===== config.mk =====
export PLATFORM = sky130hd
export DESIGN_NAME = positional_list_engine_top
export DESIGN_NICKNAME = d
export VERILOG_FILES = /design/src/rtl/core/plist_pkg.sv /design/src/rtl/core/plist_ram.sv /design/src/rtl/core/plist_seq.sv /design/src/rtl/core/positional_list_engine_top.sv
export SDC_FILE = /design/constraint.sdc
export NUM_CORES = 2
export LEC_CHECK = 0
export BUFFER_PORTS_ARGS = -buffer_cell sky130_fd_sc_hd__buf_2
export CAP_MARGIN = 10
export CORE_MARGIN = 2
export CORE_UTILIZATION = 57
export DETAILED_ROUTE_END_ITERATION = 16
export PLACE_DENSITY_LB_ADDON = 0.08
export SLEW_MARGIN = 5
export SYNTH_ARGS = -nofsm -noshare
export SYNTH_HDL_FRONTEND = slang
export SYNTH_SLANG_ARGS = --single-unit

===== constraint.sdc =====
create_clock -name clk -period 3.45 [get_ports clk]
set_clock_uncertainty 0.15 [all_clocks]
set_input_delay 0.1725 -clock clk [delete_from_list [all_inputs] [get_ports clk]]
set_output_delay 0.1725 -clock clk [all_outputs]
set_load 0.01 [all_outputs]

===== src/rtl/core/plist_pkg.sv =====
package plist_pkg;

  // command codes carried in the action field
  typedef enum logic [2:0] {
    ACT_INSERT = 3'd0,
    ACT_DELETE = 3'd1,
    ACT_GET    = 3'd2,
    ACT_LOCATE = 3'd3,
    ACT_PRIOR  = 3'd4,
    ACT_NEXT   = 3'd5,
    ACT_CLEAR  = 3'd6
  } action_t;

  // result status codes
  typedef enum logic [2:0] {
    ST_OK       = 3'd0,
    ST_BADPOS   = 3'd1,
    ST_NOTFOUND = 3'd2,
    ST_NONEIGH  = 3'd3,
    ST_FULL     = 3'd4
  } status_t;

  // one command transfer
  typedef struct packed {
    logic [2:0]         action;
    logic signed [31:0] value;
    logic [6:0]         position;
  } req_t;

  // one result transfer
  typedef struct packed {
    logic signed [31:0] result_value;
    logic [6:0]         result_position;
    logic [2:0]         status;
    logic [6:0]         count;
    logic               is_empty;
  } rsp_t;

  // microprogram step address
  typedef logic [4:0] step_t;

  localparam step_t S_IDLE      = 5'd0;
  localparam step_t S_DISP      = 5'd1;
  localparam step_t S_INS       = 5'd2;
  localparam step_t S_INS_CHK   = 5'd3;
  localparam step_t S_INS_TEST  = 5'd4;
  localparam step_t S_INS_MOVE  = 5'd5;
  localparam step_t S_INS_PUT   = 5'd6;
  localparam step_t S_DEL       = 5'd7;
  localparam step_t S_DEL_TEST  = 5'd8;
  localparam step_t S_DEL_MOVE  = 5'd9;
  localparam step_t S_DEL_FIN   = 5'd10;
  localparam step_t S_GET       = 5'd11;
  localparam step_t S_GET_RD    = 5'd12;
  localparam step_t S_GET_FIN   = 5'd13;
  localparam step_t S_SCAN      = 5'd14;
  localparam step_t S_SCAN_TEST = 5'd15;
  localparam step_t S_SCAN_CMP  = 5'd16;
  localparam step_t S_SCAN_STEP = 5'd17;
  localparam step_t S_HIT       = 5'd18;
  localparam step_t S_LOC       = 5'd19;
  localparam step_t S_PRI       = 5'd20;
  localparam step_t S_PRI_FIN   = 5'd21;
  localparam step_t S_NXT       = 5'd22;
  localparam step_t S_NXT_FIN   = 5'd23;
  localparam step_t S_CLR       = 5'd24;
  localparam step_t S_BADP      = 5'd25;
  localparam step_t S_FULLS     = 5'd26;
  localparam step_t S_NOTF      = 5'd27;
  localparam step_t S_NONB      = 5'd28;
  localparam step_t S_FIN       = 5'd29;

  // sequencing mode of a control word
  typedef enum logic [2:0] {
    SQ_WAIT,
    SQ_NEXT,
    SQ_JUMP,
    SQ_BRANCH,
    SQ_DISPATCH,
    SQ_SPLIT,
    SQ_FINISH
  } seq_t;

  // branch condition select
  typedef enum logic [2:0] {
    C_NONE,
    C_BAD,
    C_FULL,
    C_UP_END,
    C_DN_END,
    C_SCAN_END,
    C_HIT,
    C_FIRST
  } cond_t;

  // index register operation
  typedef enum logic [2:0] {
    K_HOLD,
    K_CLR,
    K_COUNT,
    K_POS,
    K_INC,
    K_DEC
  } kop_t;

  // read address select
  typedef enum logic [1:0] {
    RA_K,
    RA_KM1,
    RA_KP1
  } rsel_t;

  // write operation, always at the index register
  typedef enum logic [1:0] {
    WR_NONE,
    WR_RDATA,
    WR_VALUE
  } wop_t;

  // element count operation
  typedef enum logic [1:0] {
    CN_HOLD,
    CN_INC,
    CN_DEC,
    CN_CLR
  } cop_t;

  // status update
  typedef enum logic [2:0] {
    SO_HOLD,
    SO_BADPOS,
    SO_NOTFOUND,
    SO_NONEIGH,
    SO_FULL
  } sop_t;

  // one control word of the microprogram
  typedef struct packed {
    seq_t  seq;
    cond_t cond;
    step_t target;
    kop_t  k_op;
    rsel_t rd_sel;
    wop_t  wr_op;
    cop_t  cnt_op;
    sop_t  st_op;
    logic  rv_load;
    logic  rp_load;
  } ctrl_t;

  // datapath flags and command seen by the sequencer
  typedef struct packed {
    logic       bad;
    logic       full;
    logic       up_end;
    logic       dn_end;
    logic       scan_end;
    logic       hit;
    logic       first;
    logic [2:0] action;
  } seq_stat_t;

  localparam ctrl_t CTRL_NOP = '{
    seq: SQ_FINISH, cond: C_NONE, target: S_IDLE, k_op: K_HOLD, rd_sel: RA_K,
    wr_op: WR_NONE, cnt_op: CN_HOLD, st_op: SO_HOLD, rv_load: 1'b0, rp_load: 1'b0
  };

  // microprogram table
  function automatic ctrl_t rom(input step_t s);
    ctrl_t c;
    c = CTRL_NOP;
    case (s)
      S_IDLE: begin
        c.seq = SQ_WAIT;
      end
      S_DISP: begin
        c.seq = SQ_DISPATCH;
      end
      // insert: check position, then capacity, then shift up from the end
      S_INS: begin
        c.seq = SQ_BRANCH; c.cond = C_BAD; c.target = S_BADP;
      end
      S_INS_CHK: begin
        c.seq = SQ_BRANCH; c.cond = C_FULL; c.target = S_FULLS; c.k_op = K_COUNT;
      end
      S_INS_TEST: begin
        c.seq = SQ_BRANCH; c.cond = C_UP_END; c.target = S_INS_PUT; c.rd_sel = RA_KM1;
      end
      S_INS_MOVE: begin
        c.seq = SQ_JUMP; c.target = S_INS_TEST; c.wr_op = WR_RDATA; c.k_op = K_DEC;
      end
      S_INS_PUT: begin
        c.wr_op = WR_VALUE; c.cnt_op = CN_INC;
      end
      // delete: shift down from the removed position
      S_DEL: begin
        c.seq = SQ_BRANCH; c.cond = C_BAD; c.target = S_BADP; c.k_op = K_POS;
      end
      S_DEL_TEST: begin
        c.seq = SQ_BRANCH; c.cond = C_DN_END; c.target = S_DEL_FIN; c.rd_sel = RA_KP1;
      end
      S_DEL_MOVE: begin
        c.seq = SQ_JUMP; c.target = S_DEL_TEST; c.wr_op = WR_RDATA; c.k_op = K_INC;
      end
      S_DEL_FIN: begin
        c.cnt_op = CN_DEC;
      end
      // get: one read at the position
      S_GET: begin
        c.seq = SQ_BRANCH; c.cond = C_BAD; c.target = S_BADP; c.k_op = K_POS;
      end
      S_GET_RD: begin
        c.seq = SQ_NEXT; c.rd_sel = RA_K;
      end
      S_GET_FIN: begin
        c.rv_load = 1'b1;
      end
      // linear search for the first match
      S_SCAN: begin
        c.seq = SQ_NEXT; c.k_op = K_CLR;
      end
      S_SCAN_TEST: begin
        c.seq = SQ_BRANCH; c.cond = C_SCAN_END; c.target = S_NOTF; c.rd_sel = RA_K;
      end
      S_SCAN_CMP: begin
        c.seq = SQ_BRANCH; c.cond = C_HIT; c.target = S_HIT;
      end
      S_SCAN_STEP: begin
        c.seq = SQ_JUMP; c.target = S_SCAN_TEST; c.k_op = K_INC;
      end
      S_HIT: begin
        c.seq = SQ_SPLIT;
      end
      S_LOC: begin
        c.rp_load = 1'b1;
      end
      S_PRI: begin
        c.seq = SQ_BRANCH; c.cond = C_FIRST; c.target = S_NONB; c.rd_sel = RA_KM1;
      end
      S_PRI_FIN: begin
        c.rv_load = 1'b1;
      end
      S_NXT: begin
        c.seq = SQ_BRANCH; c.cond = C_DN_END; c.target = S_NONB; c.rd_sel = RA_KP1;
      end
      S_NXT_FIN: begin
        c.rv_load = 1'b1;
      end
      S_CLR: begin
        c.cnt_op = CN_CLR;
      end
      S_BADP: begin
        c.st_op = SO_BADPOS;
      end
      S_FULLS: begin
        c.st_op = SO_FULL;
      end
      S_NOTF: begin
        c.st_op = SO_NOTFOUND;
      end
      S_NONB: begin
        c.st_op = SO_NONEIGH;
      end
      default: begin
        c = CTRL_NOP;
      end
    endcase
    return c;
  endfunction

endpackage


===== src/rtl/core/plist_ram.sv =====
module plist_ram #(
  parameter int WIDTH = 32,
  parameter int DEPTH = 64
) (
  input  logic                     clk,
  input  logic                     we,
  input  logic [$clog2(DEPTH)-1:0] waddr,
  input  logic [WIDTH-1:0]         wdata,
  input  logic [$clog2(DEPTH)-1:0] raddr,
  output logic [WIDTH-1:0]         rdata
);

  logic [WIDTH-1:0] mem [DEPTH];

  // write port and registered read port
  always_ff @(posedge clk) begin
    if (we) begin
      mem[waddr] <= wdata;
    end
    rdata <= mem[raddr];
  end

endmodule


===== src/rtl/core/plist_seq.sv =====
module plist_seq (
  input  logic                clk,
  input  logic                rst,
  input  logic                accept,
  input  plist_pkg::seq_stat_t stat,
  output plist_pkg::ctrl_t    ctrl,
  output logic                busy
);

  plist_pkg::step_t pc;
  plist_pkg::step_t pc_next;
  plist_pkg::step_t pc_inc;
  logic             cond_true;

  // fetch the control word of the current step
  assign ctrl   = plist_pkg::rom(pc);
  assign busy   = (pc != plist_pkg::S_IDLE);
  assign pc_inc = pc + plist_pkg::step_t'(1);

  // select the branch condition
  always_comb begin
    case (ctrl.cond)
      plist_pkg::C_BAD:      cond_true = stat.bad;
      plist_pkg::C_FULL:     cond_true = stat.full;
      plist_pkg::C_UP_END:   cond_true = stat.up_end;
      plist_pkg::C_DN_END:   cond_true = stat.dn_end;
      plist_pkg::C_SCAN_END: cond_true = stat.scan_end;
      plist_pkg::C_HIT:      cond_true = stat.hit;
      plist_pkg::C_FIRST:    cond_true = stat.first;
      default:               cond_true = 1'b0;
    endcase
  end

  // compute the next step
  always_comb begin
    pc_next = pc;
    case (ctrl.seq)
      plist_pkg::SQ_WAIT: begin
        if (accept) begin
          pc_next = plist_pkg::S_DISP;
        end
      end
      plist_pkg::SQ_NEXT:   pc_next = pc_inc;
      plist_pkg::SQ_JUMP:   pc_next = ctrl.target;
      plist_pkg::SQ_BRANCH: pc_next = cond_true ? ctrl.target : pc_inc;
      plist_pkg::SQ_DISPATCH: begin
        case (stat.action)
          plist_pkg::ACT_INSERT: pc_next = plist_pkg::S_INS;
          plist_pkg::ACT_DELETE: pc_next = plist_pkg::S_DEL;
          plist_pkg::ACT_GET:    pc_next = plist_pkg::S_GET;
          plist_pkg::ACT_LOCATE: pc_next = plist_pkg::S_SCAN;
          plist_pkg::ACT_PRIOR:  pc_next = plist_pkg::S_SCAN;
          plist_pkg::ACT_NEXT:   pc_next = plist_pkg::S_SCAN;
          plist_pkg::ACT_CLEAR:  pc_next = plist_pkg::S_CLR;
          default:               pc_next = plist_pkg::S_FIN;
        endcase
      end
      plist_pkg::SQ_SPLIT: begin
        case (stat.action)
          plist_pkg::ACT_LOCATE: pc_next = plist_pkg::S_LOC;
          plist_pkg::ACT_PRIOR:  pc_next = plist_pkg::S_PRI;
          plist_pkg::ACT_NEXT:   pc_next = plist_pkg::S_NXT;
          default:               pc_next = plist_pkg::S_FIN;
        endcase
      end
      plist_pkg::SQ_FINISH: pc_next = plist_pkg::S_IDLE;
      default:              pc_next = plist_pkg::S_IDLE;
    endcase
  end

  // hold the step counter
  always_ff @(posedge clk) begin
    if (rst) begin
      pc <= plist_pkg::S_IDLE;
    end else begin
      pc <= pc_next;
    end
  end

endmodule


===== src/rtl/core/positional_list_engine_top.sv =====
// Channel  | Ports                    | Transfer
// ---------+--------------------------+-------------------------------------------
// command  | start, busy, request     | edge with start high and busy low
// result   | done, result             | one cycle with done high, no back-pressure
//
// Run time grows with the elements that insert and delete shift and that locate, prior
// and next compare (all elements when no match is found); one element is moved or
// compared per pass of the microprogram over the single-write, single-read store.
// Busy falls in the done cycle, so the next command may transfer there.
// Reset empties the list at once; store contents stay undefined, with no clearing pass.
module positional_list_engine_top #(
  parameter int CAPACITY = 64
) (
  input  logic              clk,
  input  logic              rst,
  input  logic              start,
  output logic              busy,
  input  plist_pkg::req_t   request,
  output logic              done,
  output plist_pkg::rsp_t   result
);

  localparam int CW = $clog2(CAPACITY + 1);
  localparam int AW = $clog2(CAPACITY);
  localparam int XW = ((CW > 7) ? CW : 7) + 1;

  plist_pkg::ctrl_t     ctrl;
  plist_pkg::seq_stat_t stat;
  plist_pkg::status_t   st;

  logic              accept;
  logic [2:0]        act;
  logic [31:0]       val;
  logic [6:0]        pos;
  logic [CW-1:0]     cnt;
  logic [CW-1:0]     k;
  logic [CW-1:0]     km1;
  logic [31:0]       rv;
  logic [6:0]        rp;
  logic [XW-1:0]     k_x;
  logic [XW-1:0]     kp1_x;
  logic [XW-1:0]     cnt_x;
  logic [XW-1:0]     pos_x;
  logic [XW-1:0]     lim_x;
  logic              is_ins;
  logic              we;
  logic [AW-1:0]     raddr;
  logic [31:0]       wdata;
  logic [31:0]       rdata;

  assign accept = start && !busy;

  // widen the index, count and position for compares
  assign k_x    = XW'(k);
  assign kp1_x  = k_x + XW'(1);
  assign km1    = k - CW'(1);
  assign cnt_x  = XW'(cnt);
  assign pos_x  = XW'(pos);
  assign is_ins = (act == plist_pkg::ACT_INSERT);
  assign lim_x  = cnt_x + {{(XW-1){1'b0}}, is_ins};

  // flags for the sequencer
  assign stat.bad      = (pos == 7'd0) || (pos_x > lim_x);
  assign stat.full     = (cnt_x == XW'(CAPACITY));
  assign stat.up_end   = (k_x < pos_x);
  assign stat.dn_end   = (kp1_x >= cnt_x);
  assign stat.scan_end = (k_x >= cnt_x);
  assign stat.hit      = (rdata == val);
  assign stat.first    = (k == '0);
  assign stat.action   = act;

  plist_seq u_seq (
    .clk    (clk),
    .rst    (rst),
    .accept (accept),
    .stat   (stat),
    .ctrl   (ctrl),
    .busy   (busy)
  );

  // select the read address
  always_comb begin
    case (ctrl.rd_sel)
      plist_pkg::RA_KM1: raddr = km1[AW-1:0];
      plist_pkg::RA_KP1: raddr = kp1_x[AW-1:0];
      default:           raddr = k[AW-1:0];
    endcase
  end

  assign we    = (ctrl.wr_op != plist_pkg::WR_NONE);
  assign wdata = (ctrl.wr_op == plist_pkg::WR_VALUE) ? val : rdata;

  plist_ram #(
    .WIDTH (32),
    .DEPTH (CAPACITY)
  ) u_store (
    .clk   (clk),
    .we    (we),
    .waddr (k[AW-1:0]),
    .wdata (wdata),
    .raddr (raddr),
    .rdata (rdata)
  );

  // capture the command on transfer
  always_ff @(posedge clk) begin
    if (accept) begin
      act <= request.action;
      val <= request.value;
      pos <= request.position;
    end
  end

  // advance the index register
  always_ff @(posedge clk) begin
    case (ctrl.k_op)
      plist_pkg::K_CLR:   k <= '0;
      plist_pkg::K_COUNT: k <= cnt;
      plist_pkg::K_POS:   k <= CW'(pos_x - XW'(1));
      plist_pkg::K_INC:   k <= kp1_x[CW-1:0];
      plist_pkg::K_DEC:   k <= km1;
      default:            k <= k;
    endcase
  end

  // update the element count
  always_ff @(posedge clk) begin
    if (rst) begin
      cnt <= '0;
    end else begin
      case (ctrl.cnt_op)
        plist_pkg::CN_INC: cnt <= cnt + CW'(1);
        plist_pkg::CN_DEC: cnt <= cnt - CW'(1);
        plist_pkg::CN_CLR: cnt <= '0;
        default:           cnt <= cnt;
      endcase
    end
  end

  // clear the result on transfer, load it from the microprogram
  always_ff @(posedge clk) begin
    if (accept) begin
      rv <= '0;
      rp <= '0;
      st <= plist_pkg::ST_OK;
    end else begin
      if (ctrl.rv_load) begin
        rv <= rdata;
      end
      if (ctrl.rp_load) begin
        rp <= kp1_x[6:0];
      end
      case (ctrl.st_op)
        plist_pkg::SO_BADPOS:   st <= plist_pkg::ST_BADPOS;
        plist_pkg::SO_NOTFOUND: st <= plist_pkg::ST_NOTFOUND;
        plist_pkg::SO_NONEIGH:  st <= plist_pkg::ST_NONEIGH;
        plist_pkg::SO_FULL:     st <= plist_pkg::ST_FULL;
        default:                st <= st;
      endcase
    end
  end

  // strobe the result in the cycle after the last step
  always_ff @(posedge clk) begin
    if (rst) begin
      done <= 1'b0;
    end else begin
      done <= (ctrl.seq == plist_pkg::SQ_FINISH);
    end
  end

  assign result.result_value    = rv;
  assign result.result_position = rp;
  assign result.status          = st;
  assign result.count           = 7'(cnt);
  assign result.is_empty        = (cnt == '0);

`ifndef NO_ASSERTIONS
  a_done_after_busy: assert property (@(posedge clk) disable iff (rst)
    done |-> $past(busy))
    else $error("result strobe without a command in progress");

  a_count_bound: assert property (@(posedge clk) disable iff (rst)
    cnt_x <= XW'(CAPACITY))
    else $error("element count above capacity");

  a_start_busy: assert property (@(posedge clk) disable iff (rst)
    accept |=> busy)
    else $error("command transfer did not start the sequencer");

  a_fail_zero: assert property (@(posedge clk) disable iff (rst)
    (done && (st != plist_pkg::ST_OK)) |-> (rv == '0))
    else $error("failed command returned a nonzero value");

  a_write_busy: assert property (@(posedge clk) disable iff (rst)
    we |-> busy)
    else $error("store written while idle");
`endif

endmodule

==> metrics.txt <==
peak fanout along the critical path=8; CTS tree=yes; Mapped Cells=4316; Fin Setup TNS=-6.52 ns; Hold/Removal Path Class=in2reg; Critical Setup Path Class=reg2reg; wire length of the first global-routing pass=339000 microns; Peak VDD IR=around 0.8 mV; uppermost metal layer occupied by signal nets=met5; unrepaired setup endpoints after global routing=yes; standard-cell row count=~140; initial antenna violation count=9; Critical Path Source Type=register; Static Leakage=between 30 and 40 nW; Syn Nets=4408; worst setup slack before clock tree synthesis=-1.02 ns; per-cell via count in the routed design=6.47; slew margin rel.=37.5%; violation count after the first detailed-route iteration=6066; cell family with most CP delay=buffers and inverters; detailed placer's ending HPWL=around 140000 microns; category of the worst setup path capture point=register; H-tree lvl count=4; data arrival time of the worst path=between 4 and 5 ns; crit path setup slack, layout=-0.311 ns; Root Buffer=clkbuf_16; EDFF count, synth=2097; cell with the most instances after synthesis=edfxtp_1; IO Port Bufs=96; failing checks=negative setup slack; leading area contributor after synthesis=edfxtp_1; Avg WL per Cell=32.8 microns; outcome=finished, violations left; cell types with the largest area share after synthesis=edfxtp_1 (74%), mux4_2 (13%), dfxtp_1 (2.0%), nand2_1 (1.8%), mux2i_1 (1.2%); layout filler cell count=just over 9000; maximum number of pins on one net before global-route repair=75; detailed-routing wirelength on met1=96100 microns; post-detailed-route DRC marker count=0; Die Ht=392 microns; mean post-synth cell area=19.8 sq um; part of the Yosys area used for sequential elements=around 76%; total congestion overflow after global routing=0; cell-by-cell trace of the critical path=inv_4 -> ha_4 -> and4bb_2 -> a31oi_4 -> ha_4 -> o21ai_4 -> buf_8 -> buf_12 -> buf_12 -> mux4_2 -> mux2i_2 -> buf_4 -> o211ai_1 -> nand2_1 -> buf_6 -> a211oi_2; die footprint=153000 sq um; unique cell type count in the Yosys netlist=74; setup violation total in the final timing report=32; Total Power Consumption=89.6 mW; Crit-path slowest cell=mux4_2; total global routing track utilization=a little under a third; sum of met3 wire segment lengths after detailed routing=28000 microns; relative area change from synthesis to final layout=22.2%; total clock buffers created by CTS=roughly 210; die outline width=392 microns; cell types with the highest counts after synthesis=edfxtp_1 (2097), mux4_2 (512), nand2_1 (415), nand3_1 (181), nor2_1 (147); register cell area after layout=64700 sq um; clock slew at the register clock pins of the worst setup and hold paths=0.06 ns; routed vias=47623; met2 WL post-DR=110000 microns; share of the clock period used by the worst path=109%; boundary pin count=slightly below 100; core outline area=150000 sq um; antenna-violating nets left=0; slew of the pin with the lowest slew margin=0.938 ns; count of yosys warnings during synthesis=0; area used by multi-input combinational logic=about 21000 sq um; highest achievable clock rate=266 MHz; Placer Congestion=just over 0.9; Sink Count=2184; maxcap violations=0; number of global-route vias before repair=between 40000 and 50000; first-pass iteration count of the detailed router=6; max incr delay on CP=between 0.5 and 0.6 ns; flops & latches, synth=2184; power per cell area=856 nW/um^2; time the final worst path needs with I/O delays and setup=3.76 ns; Final Hold Fails=0; Synth Cell Area=85700 sq um; max-slew violations=0; share of layout cells above drive strength 1=35.3%; Starting Density=57.3%; WP buf/inv=6; primary flip-flop cell chosen by synthesis mapping=edfxtp_1; required time at the worst-slack endpoint=about 4.0 ns; portion of synthesized cell area occupied by the leading cell type=between 70% and 80%; clock latency reported for the late side of the worst-skew pair=0.84 ns; worst hold margin=0.135 ns; total wire length=roughly 240000 microns; clock buffer depth=3; final-stage net count=between 5000 and 6000; async set-or-reset flop fraction in the synthesized netlist=0%
-- tightest hold or removal path: cells and delay by family --
| family | cells | cell delay, ns |
|---|---|---|
| buffers and inverters | 2 | 0.77 |
| and+or+nand+nor | 1 | 0.13 |
-- where the power goes --
group	switching [mW]	total (mW)	internal (mW)	leakage, nW
Sequential	0.751	34.2	33.5	19.5
Combinational	19.0	33.3	14.3	12.1
Clock	9.84	22.1	12.3	3.22
Total	29.6	89.6	60.0	34.8
-- routing by layer --
layer,vias up,track usage [%]
li1,19333,-
met1,25025,47.3
met2,2885,47.4
met3,376,7.23
met4,4,9.36
met5,-,0
-- flip-flops by register name (all words and copies together) (netlist names), 3 cells and up --
signal         count
rp                 7
cnt                7
u_seq.pc           5
rv                32
st                 3
pos                7
u_store.rdata     32
act                3
u_store.mem     2048
k                  7
val               32
-- area by class of cell --
type	instances	area share, %
clock inverter	117	0.884
antenna	3	0.00717
multi-input combinational	1868	20.2
sequential	2184	61.8
timing repair buffer	856	9.13
inverter	34	0.124
tap	2016	2.41
clock buffer	282	5.44
-- cells by family (layout without fill, tap and decap cells) --
group	Yosys count	after routing	share of synthesized area [%]
flops	2184	2184	75.5
simple gates	873	873	4.53
mux	643	643	15.0
buf+inv	264	1289	1.54
compound gates	244	244	2.02
xor+xnor	61	61	0.624
fa+ha+maj	47	47	0.695
other cells	0	3	0
-- layout by cell type (no fill, tap or decap), types with 85 or more instances in the layout --
cell and n:
buf_12 152, nand2_1 364, nand3_1 126, buf_4 390, dfxtp_1 85, edfxtp_1 2097
dlygate4sd3_1 86, buf_2 96, clkbuf_16 221, mux4_2 512
-- worst paths after layout --
| check | start | to | slack (ns) | cells past startpoint |
|---|---|---|---|---|
| min | rst | cnt[2] | 0.13 | 3 |
| max | u_seq.pc[1] | u_store.rdata[10] | -0.31 | 16 |
| min reg2reg | st[2] | st[2] | 0.35 | 2 |
| max reg2reg | u_seq.pc[1] | u_store.rdata[10] | -0.31 | 16 |
-- repair_timing --
action                     CTS  global route
resized for setup          253           152
buffers inserted            79            54
pin swaps                   73            90
hold buffers                86             0
setup endpoints to repair   37            38
gates cloned                18             8
hold endpoints to repair   139             0
-- per-stage QoR --
| stage | cell area (sq um) | instances | utilization [%] |
|---|---|---|---|
| floorplan | 85700 | 4316 | - |
| finish | 105000 | 7360 | 70.0 |
| global route | 105000 | 7357 | 70.0 |
| detailed placement | 93800 | 6730 | 62.7 |
| global placement | 93800 | 6730 | 62.7 |
| CTS | 104000 | 7305 | 69.2 |
Note: power is estimated with default switching activity, not from simulation.
